==> config.mk <==
export PLATFORM = sky130hd
export DESIGN_NAME = frdr_fifo
export DESIGN_NICKNAME = d
export VERILOG_FILES = /design/src/design/frdr_pkg.sv /design/src/design/frdr_fifo.sv
export SDC_FILE = /design/constraint.sdc
export NUM_CORES = 1
export LEC_CHECK = 0
export BUFFER_PORTS_ARGS = -buffer_cell sky130_fd_sc_hd__buf_2
export CAP_MARGIN = 20
export CORE_MARGIN = 2
export CORE_UTILIZATION = 57
export DETAILED_ROUTE_END_ITERATION = 7
export PLACE_DENSITY = 0.79
export SYNTH_ARGS = -nofsm -noshare
export SYNTH_HDL_FRONTEND = slang
export SYNTH_SLANG_ARGS = --single-unit
==> constraint.sdc <==
create_clock -name clk -period 3.5 [get_ports clk]
set_clock_uncertainty 0.15 [all_clocks]
set_input_delay 0.525 -clock clk [delete_from_list [all_inputs] [get_ports clk]]
set_output_delay 0.525 -clock clk [all_outputs]
set_load 0.03 [all_outputs]
==> src/design/frdr_pkg.sv <==
package frdr_pkg;

  localparam int NUM_WAVELENGTHS = 4;
  localparam int ETA_REGS        = 4;
  localparam int ETA_SEL_W       = $clog2(ETA_REGS);
  localparam int ETA_W           = 16;
  localparam int COS_W           = 16;
  localparam int WL_W            = 2;
  localparam int REFL_W          = 16;
  localparam int CFG_IDX_W       = 3;

  localparam int FIFO_DEPTH = 4;
  localparam int FIFO_PTR_W = $clog2(FIFO_DEPTH);
  localparam int FIFO_CNT_W = $clog2(FIFO_DEPTH + 1);

  // register map: outer indices first, then inner indices
  localparam logic [CFG_IDX_W-1:0] CFG_INNER_BASE = CFG_IDX_W'(ETA_REGS);

  localparam logic [ETA_W-1:0] ETA_OUTER_RST = 16'd4096;
  localparam logic [ETA_W-1:0] ETA_INNER_RST = 16'd6144;

  localparam logic [30:0]       Q30_ONE    = 31'h4000_0000;
  localparam logic [16:0]       RATIO_ONE  = 17'h10000;
  localparam logic [34:0]       ROUND_HALF = 35'h10000;
  localparam logic [REFL_W-1:0] REFL_MAX   = 16'hFFFF;

  localparam int DIV1_STEPS = 31;
  localparam int SQRT_STEPS = 16;
  localparam int DIV2_STEPS = 17;

  typedef struct packed {
    logic [16:0]      ce;
    logic [ETA_W-1:0] e_in;
    logic [ETA_W-1:0] e_out;
  } frdr_item_t;

endpackage

==> src/design/frdr_fifo.sv <==
module frdr_fifo (
  input  logic                 clk,
  input  logic                 rst_n,
  input  logic                 wr_en,
  input  frdr_pkg::frdr_item_t wr_item,
  output logic                 full,
  input  logic                 rd_en,
  output logic                 rd_valid,
  output frdr_pkg::frdr_item_t rd_item
);

  frdr_pkg::frdr_item_t mem_r [0:frdr_pkg::FIFO_DEPTH-1];
  logic [frdr_pkg::FIFO_PTR_W-1:0] wr_ptr_r;
  logic [frdr_pkg::FIFO_PTR_W-1:0] rd_ptr_r;
  logic [frdr_pkg::FIFO_CNT_W-1:0] cnt_r;
  logic [frdr_pkg::FIFO_CNT_W-1:0] cnt_nxt;
  logic push_ok;
  logic pop_ok;

  assign full     = (cnt_r == frdr_pkg::FIFO_CNT_W'(frdr_pkg::FIFO_DEPTH));
  assign rd_valid = (cnt_r != '0);
  assign rd_item  = mem_r[rd_ptr_r];
  assign push_ok  = wr_en && !full;
  assign pop_ok   = rd_en && rd_valid;

  always_comb begin
    cnt_nxt = cnt_r;
    if (push_ok && !pop_ok) begin
      cnt_nxt = cnt_r + 1'b1;
    end else if (pop_ok && !push_ok) begin
      cnt_nxt = cnt_r - 1'b1;
    end
  end

  always_ff @(posedge clk) begin
    if (!rst_n) begin
      wr_ptr_r <= '0;
      rd_ptr_r <= '0;
      cnt_r    <= '0;
    end else begin
      cnt_r <= cnt_nxt;
      if (push_ok) begin
        wr_ptr_r <= wr_ptr_r + 1'b1;
      end
      if (pop_ok) begin
        rd_ptr_r <= rd_ptr_r + 1'b1;
      end
    end
  end

  always_ff @(posedge clk) begin
    if (push_ok) begin
      mem_r[wr_ptr_r] <= wr_item;
    end
  end

endmodule

==> reports/metrics.cfg <==
[run_status]
status=completed

[die]
dieArea_um2=14210
start_util=0.5781
ios=104
fp-row-count=42
design.core.area_um2=13090
die_x_um=119.2
die_h_um=119.2

[worst_setup_path]
path_buf_inv=2
critPathLaunchType=flip-flop
rrSetupSlack_ns=0.96
worst-setup-path-type=reg -> out
crit_slowest_cell=dfxtp_4
critPathArrivalTime_ns=2.19
r2r_end=cnt_r[2]
cp.required_ns=2.82
r2r_cells=8
slowest_delay_ns=0.63
cp-end-kind=primary output
worst_path_dominant_cell_family=flip-flops
path_cells=buf_4, mux4_1, buf_2
worstPathMaxFanout=22
reg2reg_from=cnt_r[0]

[global_routing]
grt_pass1_wl_um=19500
antenna_found_initial=0
overflow=0
grt_max_degree=44
grt_pass1_vias=3565
grtUsageTotal=0.1802

[placed_design]
dp.cells=580
place.port_buffers=103
place.gp.congestion=0.7497
place_hpwl_um=7605
place_area_um2=8333

[sta]
fin_hold_ws_ns=0.1132
setup_viol=0
rsz0062_at_grt=false
finalSetupTns_ns=0
drv_slew=0
finalHoldViolations=0
max_freq_mhz=349.1
maxSlewHeadroom=0.5999
min_period_ns=2.864
worst-slew-pin-transition_ns=0.6001
fin_crit_sh=0.8184

[power]
leakage_nw=3.040
ir_drop_mv=0.4165
power_density_nw_per_um2=777.1
p_int_mw=4.873
net-switching-power_mw=2.074
switching_share=0.2986
comb_power_share=0.268
power.share.sequential=0.452
p_clk_frac=0.280

[clock_network]
cts.reportedPaths.clkPinSlew_ns=0.06
ctsResizeCount=0
htree_num_levels=1
cts_root_buf=clkbuf_16
cts-buffers-inserted=21
insertion_delay_ns=0.47
cts.sinks=205
postCtsSetupBuffers=0
ctsHoldBuffers=0
clock_path_buffers=3
tritoncts=yes

[synthesis]
avgSynthCellArea_um2=24.88
synth_cell_types=25
mappedNetlistNets=363
syn_inst=304
yosysWarnings=0
ys_seq_area_frac=0.8019
synth_seq_cells=205
synth_area_um2=7565

[drt]
drcViolationCount=0
wl_per_cell_um=19.93
vias=3400
drtPass1Iterations=4
routed_wl_um=12250
antenna_left=0
vias_per_cell=5.528
first_iter_violations=179

[final_layout]
nets=486
diodes=0
post_route_cells_drive_above_1_share=0.4419
final_common_cell=edfxtp_1
finalInstanceArea_um2=8940
final_cell_mix=196 x edfxtp_1, 103 x buf_2, 47 x mux4_2
finalNonFillerCells=615
area_delta_synth_final_pct=18.18

[worst_hold_path]
hp-class=in -> reg
worstHoldPathCells=1
hold_start=wr_item[43]
min_to=mem_r[3][43]

[run]
maxCapViolCount=0

==> logic make-up after synthesis <==
logic type | count (synthesis) | share of synthesized area
flops | 205 | 0.8019
mux | 52 | 0.1508
simple gates | 17 | 0.01290
buf+inv | 16 | 0.01505
fa+ha+maj | 6 | 0.01092
compound gates | 4 | 0.003804
xor+xnor | 4 | 0.004632
==> through the flow <==
step	power [mW]	util	setup slack (ns)
after floorplan	4.594	-	0.7304
after global placement	5.047	0.6368	1.024
after detailed placement	5.085	0.6368	0.8541
after CTS	7.038	0.6832	0.5573
after global routing	7.238	0.6832	0.4469
final	6.947	0.6832	0.6357
==> registers in the layout, indices dropped and copies added, names as in the netlist, named ones only <==
name      flops
cnt_r         3
mem_r       196
rd_ptr_r      2
wr_ptr_r      2
==> metal layers <==
layer	vias to the layer above	routed length, µm	GRT usage
met5	-	0	0
met1	1748	5142	0.2452
li1	1523	-	-
met3	17	955	0.05412
met2	112	5996	0.2974
met4	0	159	0.03274
==> how the worst max path moves through the flow <==
stage               from           to  slack (ns)  cells after the start
6_report       flip-flop  rd_item[43]        0.64                      3
5_1_grt        flip-flop  rd_item[43]        0.45                      3
4_1_cts        flip-flop  rd_item[43]        0.56                      3
3_5_place_dp       wr_en     cnt_r[2]        0.85                      8
3_3_place_gp       wr_en     cnt_r[2]        1.02                      8
2_1_floorplan   cnt_r[2]  mem_r[0][0]        0.73                      4
==> cell usage after synthesis <==
| master | instances | share of area |
|---|---|---|
| buf_4 | 3 | 0.0030 |
| or3_1 | 2 | 0.0017 |
| xnor2_1 | 3 | 0.0035 |
| a21boi_0 | 1 | 0.00099 |
| inv_1 | 3 | 0.0015 |
| buf_1 | 3 | 0.0015 |
| clkbuf_1 | 2 | 0.00099 |
| mux2i_1 | 3 | 0.0040 |
| o311ai_0 | 1 | 0.0012 |
| and2_1 | 8 | 0.0066 |
| o21ai_0 | 1 | 0.00066 |
| edfxtp_1 | 196 | 0.78 |
| fa_1 | 1 | 0.0026 |
| nand2_1 | 4 | 0.0020 |
| mux4_2 | 47 | 0.14 |
| buf_12 | 2 | 0.0053 |
| o31ai_1 | 1 | 0.00099 |
| buf_2 | 2 | 0.0013 |
| nor2b_1 | 2 | 0.0017 |
| ha_1 | 5 | 0.0083 |
| buf_6 | 1 | 0.0015 |
| mux4_1 | 2 | 0.0069 |
| xor2_1 | 1 | 0.0012 |
| nor3b_1 | 1 | 0.00099 |
| dfxtp_1 | 9 | 0.024 |
==> power by group through the flow <==
stage | registers (mW) | clock network, mW | logic [mW]
floorplan | 3.09 | 0 | 1.50
global placement | 3.18 | 0 | 1.86
detailed placement | 3.20 | 0 | 1.88
CTS | 3.15 | 1.99 | 1.89
global route | 3.18 | 2.09 | 1.97
finish | 3.14 | 1.94 | 1.86
==> area by class of cell <==
type                            instances  area, µm²
Sequential cell                       205       6071
Fill cell                             808       4145
Multi-Input combinational cell         83       1390
Timing Repair Buffer                  113      640.6
Clock buffer                           28      571.8
Tap cell                              176      220.2
Clock inverter                          7      35.03
Inverter                                3      11.26
No activity file was read; power rests on OpenSTA's default activity.
